==> src/hw/rtl/lqm_pkg.sv <==
// Shared types and constants for the linked queue manager.
package lqm_pkg;

  localparam int unsigned NODES   = 16;
  localparam int unsigned QUEUES  = 4;
  localparam int unsigned NODE_W  = $clog2(NODES);
  localparam int unsigned QUEUE_W = $clog2(QUEUES);
  localparam int unsigned COUNT_W = $clog2(NODES + 1);

  typedef logic [NODE_W-1:0]  node_t;
  typedef logic [QUEUE_W-1:0] queue_t;
  typedef logic [COUNT_W-1:0] count_t;

  typedef enum logic [1:0] {
    OP_APPEND = 2'd0,
    OP_REMOVE = 2'd1,
    OP_SIZE   = 2'd2
  } op_e;

  typedef enum logic [1:0] {
    ST_OK    = 2'd0,
    ST_LINK  = 2'd1,
    ST_OWNER = 2'd2
  } status_e;

  // One write port of a link array.
  typedef struct packed {
    logic  en;
    node_t addr;
    node_t data;
  } link_wr_t;

  typedef struct packed {
    node_t  next;
    node_t  prev;
    logic   linked;
    queue_t owner;
  } node_rd_t;

  typedef struct packed {
    link_wr_t next_a;
    link_wr_t next_b;
    link_wr_t prev_a;
    link_wr_t prev_b;
    logic     link_en;
    logic     unlink_en;
    node_t    node;
    queue_t   owner;
  } node_wr_t;

  typedef struct packed {
    node_t  head;
    node_t  tail;
    count_t len;
    logic   nonempty;
  } queue_rd_t;

  typedef struct packed {
    logic   en;
    queue_t addr;
    node_t  head;
    node_t  tail;
    count_t len;
    logic   nonempty;
  } queue_wr_t;

endpackage

==> src/hw/rtl/linked_queue_manager_top.sv <==
// Top level of the linked queue manager: input register, tables and result register.
//
// A pool of 16 nodes is linked into 4 circular doubly linked queues.
// Command channel: drive operation_i, queue_id_i and node_id_i with start;
// an item is taken at each rising edge where start is high and busy is low.
// busy stays low, so a new item may be started in every cycle.
// Operations: append a node at a queue's tail, remove a node from its
// queue, or report a queue's size (unused codes report size as well).
// Each item gives exactly one result on status_o, queue_count_o,
// head_node_o and head_valid_o, marked by done_o for one cycle.
// Each item is held in the input register, then passes through the link and
// queue tables into the result register. Throughput is one item per cycle;
// the next item sees all state the previous one left.
// Reset empties every queue and unlinks every node; it is asynchronous.
// The receiver cannot stall: each result must be taken in its done_o cycle.
module linked_queue_manager_top import lqm_pkg::*; (
  input  logic       clk_i,
  input  logic       rst_ni,
  input  logic       start,
  output logic       busy,
  input  logic [1:0] operation_i,
  input  logic [1:0] queue_id_i,
  input  logic [3:0] node_id_i,
  output logic       done_o,
  output logic [1:0] status_o,
  output logic [4:0] queue_count_o,
  output logic [3:0] head_node_o,
  output logic       head_valid_o
);

  logic   item_v_q;
  op_e    op_q;
  queue_t queue_q;
  node_t  node_q;

  node_rd_t  node_rd;
  node_wr_t  node_wr;
  queue_rd_t queue_rd;
  queue_wr_t queue_wr;

  status_e status_d;
  count_t  count_d;
  node_t   head_d;
  logic    head_valid_d;

  logic    done_q;
  status_e status_q;
  count_t  count_q;
  node_t   head_q;
  logic    head_valid_q;

  assign busy = 1'b0;

  always_ff @(posedge clk_i or negedge rst_ni) begin
    if (!rst_ni) begin
      item_v_q <= 1'b0;
      done_q   <= 1'b0;
    end else begin
      item_v_q <= start && !busy;
      done_q   <= item_v_q;
    end
  end

  always_ff @(posedge clk_i) begin
    if (start && !busy) begin
      op_q    <= op_e'(operation_i);
      queue_q <= queue_t'(queue_id_i);
      node_q  <= node_t'(node_id_i);
    end
    if (item_v_q) begin
      status_q     <= status_d;
      count_q      <= count_d;
      head_q       <= head_d;
      head_valid_q <= head_valid_d;
    end
  end

  lqm_node_table u_node_table (
    .clk_i     (clk_i),
    .rst_ni    (rst_ni),
    .rd_addr_i (node_q),
    .rd_o      (node_rd),
    .wr_i      (node_wr)
  );

  lqm_queue_table u_queue_table (
    .clk_i     (clk_i),
    .rst_ni    (rst_ni),
    .rd_addr_i (queue_q),
    .rd_o      (queue_rd),
    .wr_i      (queue_wr)
  );

  lqm_ctrl u_ctrl (
    .valid_i      (item_v_q),
    .op_i         (op_q),
    .queue_i      (queue_q),
    .node_i       (node_q),
    .node_rd_i    (node_rd),
    .queue_rd_i   (queue_rd),
    .node_wr_o    (node_wr),
    .queue_wr_o   (queue_wr),
    .status_o     (status_d),
    .count_o      (count_d),
    .head_o       (head_d),
    .head_valid_o (head_valid_d)
  );

  assign done_o        = done_q;
  assign status_o      = status_q;
  assign queue_count_o = count_q;
  assign head_node_o   = head_q;
  assign head_valid_o  = head_valid_q;

  a_done_follows_start: assert property (
    @(posedge clk_i) disable iff (!rst_ni) (start && !busy) |-> ##2 done_o
  ) else $error("result strobe missing two cycles after start");

  a_empty_result: assert property (
    @(posedge clk_i) disable iff (!rst_ni)
      (done_o && !head_valid_o) |-> (queue_count_o == '0 && head_node_o == '0)
  ) else $error("empty queue reported with nonzero count or head");

  a_nonempty_count: assert property (
    @(posedge clk_i) disable iff (!rst_ni)
      (done_o && head_valid_o) |-> (queue_count_o != '0)
  ) else $error("nonempty queue reported with zero count");

  a_no_double_link: assert property (
    @(posedge clk_i) disable iff (!rst_ni)
      !(node_wr.link_en && node_wr.unlink_en)
  ) else $error("node linked and unlinked in one cycle");

endmodule

==> src/hw/rtl/lqm_node_table.sv <==
// Per-node ring links, linked flags and owner tags.
module lqm_node_table import lqm_pkg::*; (
  input  logic     clk_i,
  input  logic     rst_ni,
  input  node_t    rd_addr_i,
  output node_rd_t rd_o,
  input  node_wr_t wr_i
);

  node_t  next_q   [NODES];
  node_t  prev_q   [NODES];
  queue_t owner_q  [NODES];
  logic   linked_q [NODES];

  assign rd_o.next   = next_q[rd_addr_i];
  assign rd_o.prev   = prev_q[rd_addr_i];
  assign rd_o.linked = linked_q[rd_addr_i];
  assign rd_o.owner  = owner_q[rd_addr_i];

  // Links and owners are only read for linked nodes, so they need no reset.
  always_ff @(posedge clk_i) begin
    for (int i = 0; i < NODES; i++) begin
      if (wr_i.next_a.en && wr_i.next_a.addr == node_t'(i)) begin
        next_q[i] <= wr_i.next_a.data;
      end else if (wr_i.next_b.en && wr_i.next_b.addr == node_t'(i)) begin
        next_q[i] <= wr_i.next_b.data;
      end
      if (wr_i.prev_a.en && wr_i.prev_a.addr == node_t'(i)) begin
        prev_q[i] <= wr_i.prev_a.data;
      end else if (wr_i.prev_b.en && wr_i.prev_b.addr == node_t'(i)) begin
        prev_q[i] <= wr_i.prev_b.data;
      end
      if (wr_i.link_en && wr_i.node == node_t'(i)) begin
        owner_q[i] <= wr_i.owner;
      end
    end
  end

  always_ff @(posedge clk_i or negedge rst_ni) begin
    if (!rst_ni) begin
      for (int i = 0; i < NODES; i++) begin
        linked_q[i] <= 1'b0;
      end
    end else begin
      for (int i = 0; i < NODES; i++) begin
        if (wr_i.node == node_t'(i)) begin
          if (wr_i.link_en) begin
            linked_q[i] <= 1'b1;
          end else if (wr_i.unlink_en) begin
            linked_q[i] <= 1'b0;
          end
        end
      end
    end
  end

endmodule

==> src/hw/rtl/lqm_queue_table.sv <==
// Per-queue head, tail, length and nonempty flag.
module lqm_queue_table import lqm_pkg::*; (
  input  logic      clk_i,
  input  logic      rst_ni,
  input  queue_t    rd_addr_i,
  output queue_rd_t rd_o,
  input  queue_wr_t wr_i
);

  node_t  head_q     [QUEUES];
  node_t  tail_q     [QUEUES];
  count_t len_q      [QUEUES];
  logic   nonempty_q [QUEUES];

  assign rd_o.head     = head_q[rd_addr_i];
  assign rd_o.tail     = tail_q[rd_addr_i];
  assign rd_o.len      = len_q[rd_addr_i];
  assign rd_o.nonempty = nonempty_q[rd_addr_i];

  // Tail is only read while the queue is nonempty.
  always_ff @(posedge clk_i) begin
    for (int i = 0; i < QUEUES; i++) begin
      if (wr_i.en && wr_i.addr == queue_t'(i)) begin
        tail_q[i] <= wr_i.tail;
      end
    end
  end

  always_ff @(posedge clk_i or negedge rst_ni) begin
    if (!rst_ni) begin
      for (int i = 0; i < QUEUES; i++) begin
        head_q[i]     <= '0;
        len_q[i]      <= '0;
        nonempty_q[i] <= 1'b0;
      end
    end else begin
      for (int i = 0; i < QUEUES; i++) begin
        if (wr_i.en && wr_i.addr == queue_t'(i)) begin
          head_q[i]     <= wr_i.head;
          len_q[i]      <= wr_i.len;
          nonempty_q[i] <= wr_i.nonempty;
        end
      end
    end
  end

endmodule

==> src/hw/rtl/lqm_ctrl.sv <==
// Decides one append, remove or size item and forms the table writes and result.
module lqm_ctrl import lqm_pkg::*; (
  input  logic      valid_i,
  input  op_e       op_i,
  input  queue_t    queue_i,
  input  node_t     node_i,
  input  node_rd_t  node_rd_i,
  input  queue_rd_t queue_rd_i,
  output node_wr_t  node_wr_o,
  output queue_wr_t queue_wr_o,
  output status_e   status_o,
  output count_t    count_o,
  output node_t     head_o,
  output logic      head_valid_o
);

  node_t p_node;
  node_t x_node;

  assign p_node = node_rd_i.prev;
  assign x_node = node_rd_i.next;

  always_comb begin
    node_wr_o           = '0;
    node_wr_o.node      = node_i;
    node_wr_o.owner     = queue_i;
    queue_wr_o.en       = 1'b0;
    queue_wr_o.addr     = queue_i;
    queue_wr_o.head     = queue_rd_i.head;
    queue_wr_o.tail     = queue_rd_i.tail;
    queue_wr_o.len      = queue_rd_i.len;
    queue_wr_o.nonempty = queue_rd_i.nonempty;
    status_o            = ST_OK;

    case (op_i)
      OP_APPEND: begin
        if (node_rd_i.linked) begin
          status_o = ST_LINK;
        end else begin
          queue_wr_o.en       = valid_i;
          node_wr_o.link_en   = valid_i;
          queue_wr_o.tail     = node_i;
          queue_wr_o.len      = queue_rd_i.len + count_t'(1);
          queue_wr_o.nonempty = 1'b1;
          if (!queue_rd_i.nonempty) begin
            // Single node rings onto itself.
            queue_wr_o.head  = node_i;
            node_wr_o.next_a = '{en: valid_i, addr: node_i, data: node_i};
            node_wr_o.prev_a = '{en: valid_i, addr: node_i, data: node_i};
          end else begin
            node_wr_o.next_a = '{en: valid_i, addr: queue_rd_i.tail, data: node_i};
            node_wr_o.next_b = '{en: valid_i, addr: node_i, data: queue_rd_i.head};
            node_wr_o.prev_a = '{en: valid_i, addr: node_i, data: queue_rd_i.tail};
            node_wr_o.prev_b = '{en: valid_i, addr: queue_rd_i.head, data: node_i};
          end
        end
      end
      OP_REMOVE: begin
        if (!queue_rd_i.nonempty || !node_rd_i.linked) begin
          status_o = ST_LINK;
        end else if (node_rd_i.owner != queue_i) begin
          status_o = ST_OWNER;
        end else begin
          queue_wr_o.en       = valid_i;
          node_wr_o.unlink_en = valid_i;
          queue_wr_o.len      = (queue_rd_i.len != '0) ?
                                queue_rd_i.len - count_t'(1) : '0;
          if (x_node == node_i) begin
            queue_wr_o.nonempty = 1'b0;
            queue_wr_o.head     = '0;
          end else begin
            if (queue_rd_i.head == node_i) begin
              queue_wr_o.head = x_node;
            end
            if (queue_rd_i.tail == node_i) begin
              queue_wr_o.tail = p_node;
            end
            // Splice the neighbors around the removed node.
            node_wr_o.next_a = '{en: valid_i, addr: p_node, data: x_node};
            node_wr_o.prev_a = '{en: valid_i, addr: x_node, data: p_node};
          end
        end
      end
      default: begin
        status_o = ST_OK;
      end
    endcase

    count_o      = queue_wr_o.len;
    head_valid_o = queue_wr_o.nonempty;
    head_o       = queue_wr_o.nonempty ? queue_wr_o.head : '0;
  end

endmodule
==> config.mk <==
export PLATFORM = sky130hd
export DESIGN_NAME = linked_queue_manager_top
export DESIGN_NICKNAME = d
export VERILOG_FILES = /design/src/hw/rtl/lqm_pkg.sv /design/src/hw/rtl/linked_queue_manager_top.sv /design/src/hw/rtl/lqm_node_table.sv /design/src/hw/rtl/lqm_queue_table.sv /design/src/hw/rtl/lqm_ctrl.sv
export SDC_FILE = /design/constraint.sdc
export NUM_CORES = 1
export LEC_CHECK = 0
export BUFFER_PORTS_ARGS = -buffer_cell sky130_fd_sc_hd__buf_4
export CAP_MARGIN = 40
export CORE_UTILIZATION = 30
export DETAILED_ROUTE_END_ITERATION = 12
export PLACE_DENSITY = 0.43
export SLEW_MARGIN = 20
export SYNTH_ARGS = -nofsm -noshare
export SYNTH_HDL_FRONTEND = slang
export SYNTH_SLANG_ARGS = --single-unit
==> constraint.sdc <==
create_clock -name clk_i -period 4.3 [get_ports clk_i]
set_input_delay 0.43 -clock clk_i [delete_from_list [all_inputs] [get_ports clk_i]]
set_output_delay 0.43 -clock clk_i [all_outputs]
set_load 0.02 [all_outputs]
# ---- Yosys cells after proc, flatten, opt, wreduce, memory -nomap -nowiden
# Memories as Yosys holds them, arrays and structs flattened. A register that Yosys moved wholly into a read port is not among the register bits.
# Cells that the tools add are included.
dict set report word_totals {
  output_inout_bits 14
  mem_count 4
  ff_bits 78
  ram_bits 176
}
dict set report classes {
  eq_ne 83
  addsub 2
  n_reduce_logical 130
  mux 339
  n_bitwise 34
  n_lt_le_gt_ge 2
}
# memory depth width read_ports rd_clocked_by_memory_dff write_ports line_no
set memory_table {}
lappend memory_table {u_node_table.next_q 16 4 1 1 16 lqm_node_table.sv:10} ;# node_t next_q [NODES];
lappend memory_table {u_node_table.prev_q 16 4 1 1 16 lqm_node_table.sv:11} ;# node_t prev_q [NODES];
lappend memory_table {u_node_table.owner_q 16 2 1 1 1 lqm_node_table.sv:12} ;# queue_t owner_q [NODES];
lappend memory_table {u_queue_table.tail_q 4 4 1 1 1 lqm_queue_table.sv:11} ;# node_t tail_q [QUEUES];
# cell n
set ops {}
lappend ops {{$mux 4} 61}
lappend ops {{$mux 1} 230}
lappend ops {{$eq 4x4->1 const B} 40}
lappend ops {{$logic_and 1x1->1} 84}
lappend ops {{$mux 9} 9}
lappend ops {{$eq 4x3->1 const B} 20}
lappend ops {{$mux 14} 3}
lappend ops {{$mux 2} 21}
lappend ops {{$eq 4x2->1 const B} 10}
lappend ops {{$mux 37} 1}
lappend ops {{$pmux 9 s2} 2}
lappend ops {{$or 1x1->1} 32}
lappend ops {{$reduce_and 2->1} 16}
lappend ops {{$reduce_or 2->1} 15}
lappend ops {{$pmux 14 s2} 1}
lappend ops {{$eq 4x1->1 const B} 5}
lappend ops {{$logic_not 4->1} 5}
lappend ops {{$mux 5} 3}
lappend ops {{$eq 4x4->1} 3}
lappend ops {{$reduce_or 4->1} 3}
lappend ops {{$bmux 5 s2} 1}
lappend ops {{$mux 10} 1}
lappend ops {{$bmux 4 s2} 1}
lappend ops {{$mux 8} 1}
lappend ops {{18 further kinds} 22}

# ---- Longest topological paths before layout
dict set report logic_depth {
  word_depth 26
  mapped_depth 16
  mapped_depth_nobuf 10
}

# ---- Modules after synthesis
# From an unflattened synthesis, not the netlist that was laid out.
dict set report hier_totals {
  cells_unflattened 986
  hier_area_um2 13882.1
}
# module cells_each area_per_inst_um2 seq_area_each_um2 instances
set by_module_without_submodules {}
lappend by_module_without_submodules {lqm_node_table 628 9401.5 5205.0 1}
lappend by_module_without_submodules {lqm_queue_table 124 2369.8 1481.4 1}
lappend by_module_without_submodules {lqm_ctrl 210 1448.9 0.0 1}
lappend by_module_without_submodules {linked_queue_manager_top 24 661.9 650.6 1}

# ---- Worst setup path before layout
# OpenSTA, ideal clock, no wires.
dict set report synth_timing {
  path_type {flip-flop to flip-flop}
  startpoint {register (tool-made name)}
  endpoint {memory u_node_table.next_q[7][3] (netlist bit), data pin}
  setup_slack_ns 0.682
  path_buffers 5
  path_stages_with_launch 15
  period_less_slack_ns 3.618
  arrival_time_ns 3.363
  cell_sequence {dfxtp_1 -> buf_6 -> buf_6 -> buf_2 -> mux4_2 -> nor4b_1 -> a21oi_1 -> nand4_1 -> nand3_2 -> buf_2 -> o32a_1 -> buf_6 -> nor4_4 -> a21oi_2 -> a31o_1}
}
# element line_no
set synth_rtl {}
lappend synth_rtl {{end, declared} lqm_node_table.sv:10}

==> impl_metrics.csv <==
group,metric,value,unit
run_status,status,"finished, final reports clean",
power,pwr-share-clk,36.1,%
clock_network,clock_latency,0.59,ns
clock_network,clk_pin_slew_worst_paths,0.06,ns
place,place_hpwl,29000,um
power,seqPwrFrac,43.4,%
synth,async_reset_ff_share,22.3,%
floorplanning,die-height,215,um
flow_run,cap_violations,0,
power,p_leak,5.74,nW
power,p_sw,2.05,mW
route,drt_iter0_markers,605,
clock_network,cts_setup_buffers,0,
min_path,hp-start,"node_id_i[1]",
sta,setup_viol,0,
sta,rsz0062_at_grt,"false",
synth,synth.area.top_cells,"edfxtp_1, dfrtp_1, mux4_2",
synth,post-synth-top-area-fraction,43.4,%
sta,layout_min_cycle_time,4.10,ns
floorplanning,num_rows,77,
route,postRouteAntennaNets,0,
route,drt_pass1_iterations,5,
synth,synth_flop_cell,"edfxtp_1",
global_routing,grt_overflow_total,0,
route,routed_wl,41700,um
layout,final_nets,1143,
power,max-vdd-ir-drop,0.338,mV
place,place_congestion,0.867,
floorplanning,core,44400,um2
setup_path,cp_num_buf_inv,1,
synth,syn_inst,1068,
setup_path,path_class,"flip-flop to flip-flop",
setup_path,end_kind,"flip-flop",
layout,diodes,0,
global_routing,antenna_found_initial,0,
route,wl_per_cell,23.9,um
synth,synth-edff-count,196,
layout,area_growth,16.9,%
floorplanning,fp.dieArea,46000,um2
sta,max_freq,0.244,GHz
synth,ys_ff_latch,260,
setup_path,cp.depth,10,
clock_network,h-tree-depth,1,
sta,tightest_slew,0.822,ns
sta,fin_skew,0.0327,ns
clock_network,cts_made_buffers,30,
sta,finalMaxSlewViolations,0,
floorplanning,boundaryPins,25,
clock_network,cts_max_path_buffers,3,
power,power_density,445,nW/um2
synth,synthesis.nets,1081,
setup_path,cp.arrival,4.40,ns
setup_path,path_cells,"buf_4 -> mux2_2 -> o22a_1 -> a211o_1 -> nand4_1 -> nand3_2 -> o31a_1 -> nor2b_1 -> a31oi_1 -> mux2i_1",
route,drc_errors,0,
route,via_per_inst,5.34,
layout,drive_gt1_share,24.4,%
setup_path,worstPathRequired,4.59,ns
synth,yosysMostFrequentCell,"edfxtp_1",
layout,fill_cells,4275,
place,portBuffers,23,
min_path,hold_class,"primary input to flip-flop",
clock_network,root_buffer,"clkbuf_16",
floorplanning,start_util,30.5,%
sta,min_period_over_period,95.5,%
place,placed_area,14700,um2
sta,setup-tns-final,0,ns
floorplanning,dieWidth,215,um
layout,multi_input_area,5630,um2
synth,synth_area_leader_cell,"edfxtp_1",
min_path,hold_depth,1,
power,power.internal,5.00,mW
clock_network,clock-sinks,260,
power,power_frac_comb,20.6,%
setup_path,cpPeakStageDelay,0.55,ns
layout,layout.area.seq,7460,um2
sta,relSlewSlack,44.6,%
setup_path,reg2reg_setup_slack,0.20,ns
setup_path,cp-start-kind,"flip-flop",
synth,syn_area,13600,um2
synth,synthTopCellsByCount,"edfxtp_1, mux2i_1, nand2_1",
global_routing,grt_max_degree,59,
global_routing,grt_pass1_vias,9491,
synth,synth.distinct_cells,82,
clock_network,cts_tree,"done",
layout,design_area,15900,um2
setup_path,crit_slowest_cell,"nor2b_1",
setup_path,rr_worst_depth,10,
sta,hold_viol_final,0,
power,switching_share,29.1,%
global_routing,grt_pass1_wl,62600,um
route,vias,9319,
setup_path,critPathMaxFanout,15,
synth,syn_area_per_cell,12.7,um2
synth,ys_seq_area_share,55.0,%
setup_path,critPathTopFamily,"compound AO/OA/AOI/OAI gates",
global_routing,grt_use_total,18.0,%
synth,synth.yosys.warnings,0,
-- sequential cells by signal (all words and copies together), names as in the netlist, 2 cells and up, named ones only --
signal / flops
head_node_o: 4
u_node_table.owner_q: 32
status_o: 2
node_q: 4
queue_q: 2
queue_count_o: 5
u_node_table.next_q: 64
u_node_table.prev_q: 64
u_queue_table.tail_q: 16
u_queue_table.nonempty_q: 4
u_queue_table.len_q: 20
u_node_table.linked_q: 16
u_queue_table.head_q: 16
op_q: 2
-- path summary, 6_finish.rpt --
path	end
max	u_node_table.prev_q[13][2]
min	node_q[1]
max reg2reg	u_node_table.prev_q[13][2]
min reg2reg	u_queue_table.len_q[10]
max in group asynchronous	u_node_table.linked_q[0]
min in group asynchronous	u_queue_table.head_q[6]
-- kinds of logic (layout without fill, tap and decap cells) --
group / Yosys count / after routing / share of synthesized area (%)
adders and majority gates: 2 / 2 / 0.185
and+or+nand+nor: 259 / 259 / 9.54
xor gates and xnor gates: 13 / 13 / 0.895
muxes: 200 / 200 / 19.7
buffers and inverters: 108 / 194 / 3.54
DFF: 260 / 260 / 55.0
other: 1 / 1 / 0.0277
AOI/OAI and AO/OA: 225 / 225 / 11.1
-- routing by layer --
layer / track usage [%] / wire [um]
met4: 4.07 / 702
met1: 25.0 / 19400
met2: 29.9 / 19900
met5: 0 / 0
met3: 2.30 / 1630
-- power by group through the flow --
stage / Sequential (mW) / Clock [mW] / Combinational, mW
after global placement: 3.10 / 0 / 1.43
after detailed placement: 3.11 / 0 / 1.43
after global routing: 3.08 / 2.70 / 1.56
after CTS: 3.06 / 2.60 / 1.45
final: 3.06 / 2.54 / 1.45
after floorplan: 3.08 / 0 / 0.953
-- cell type report --
| type | count | area share, % |
|---|---|---|
| flip-flops and latches | 260 | 47.1 |
| multi-input cells | 700 | 35.5 |
| repair buffers | 122 | 6.09 |
| clock buffers | 43 | 5.36 |
| well taps | 592 | 4.67 |
| clock inverters | 13 | 0.876 |
| inverters | 16 | 0.379 |
-- stage by stage --
| stage | std cells | worst slack (ns) | hold WS (ns) | utilization [%] | power (mW) |
|---|---|---|---|---|---|
| 6_report | 1746 | 0.195 | 0.0327 | 35.7 | 7.05 |
| 2_1_floorplan | 1068 | 0.682 | 0.134 | - | 4.03 |
| 5_1_grt | 1746 | 0.0690 | 0.00387 | 35.7 | 7.34 |
| 4_1_cts | 1743 | 0.0736 | 0.00390 | 35.6 | 7.11 |
| 3_5_place_dp | 1680 | 0.148 | 0.492 | 33.2 | 4.54 |
| 3_3_place_gp | 1679 | 0.199 | 0.484 | 33.2 | 4.54 |
-- cell usage in the layout, fill, tap and decap left out, types with 5 or more instances in the layout --
master         Yosys  layout
or4_1              5       5
nor3_1            14      13
and2_1             9       9
clkbuf_8           0       5
nand2b_1          12      12
xnor2_1           11      11
nand4_1           12      12
inv_1             16      16
clkinv_1           0       5
a211o_1            5       5
o32a_1             6       6
mux2_2            47      47
nand3_1           16      16
nor2b_1           10      10
clkbuf_16          0      30
dfrtp_1           58      58
dlygate4sd3_1      0       7
o21ai_0           58      58
edfxtp_1         196     196
o22ai_1            5       5
a31oi_1           13      13
nor2_1            46      46
buf_4              3     110
clkbuf_1          56       8
a21oi_1           58      58
a21o_1            12      12
mux4_2            48      48
or3_1             10      10
mux2i_1          104     104
o31ai_1           14      14
nand2_1           97      97
-- what timing repair did --
action / CTS / global route
endpoints found under the hold margin: 64 / 0
gates resized for setup: 0 / 1
setup endpoints to repair: 0 / 35
hold buffers: 7 / 0
Power figures use the tool's default switching activity.
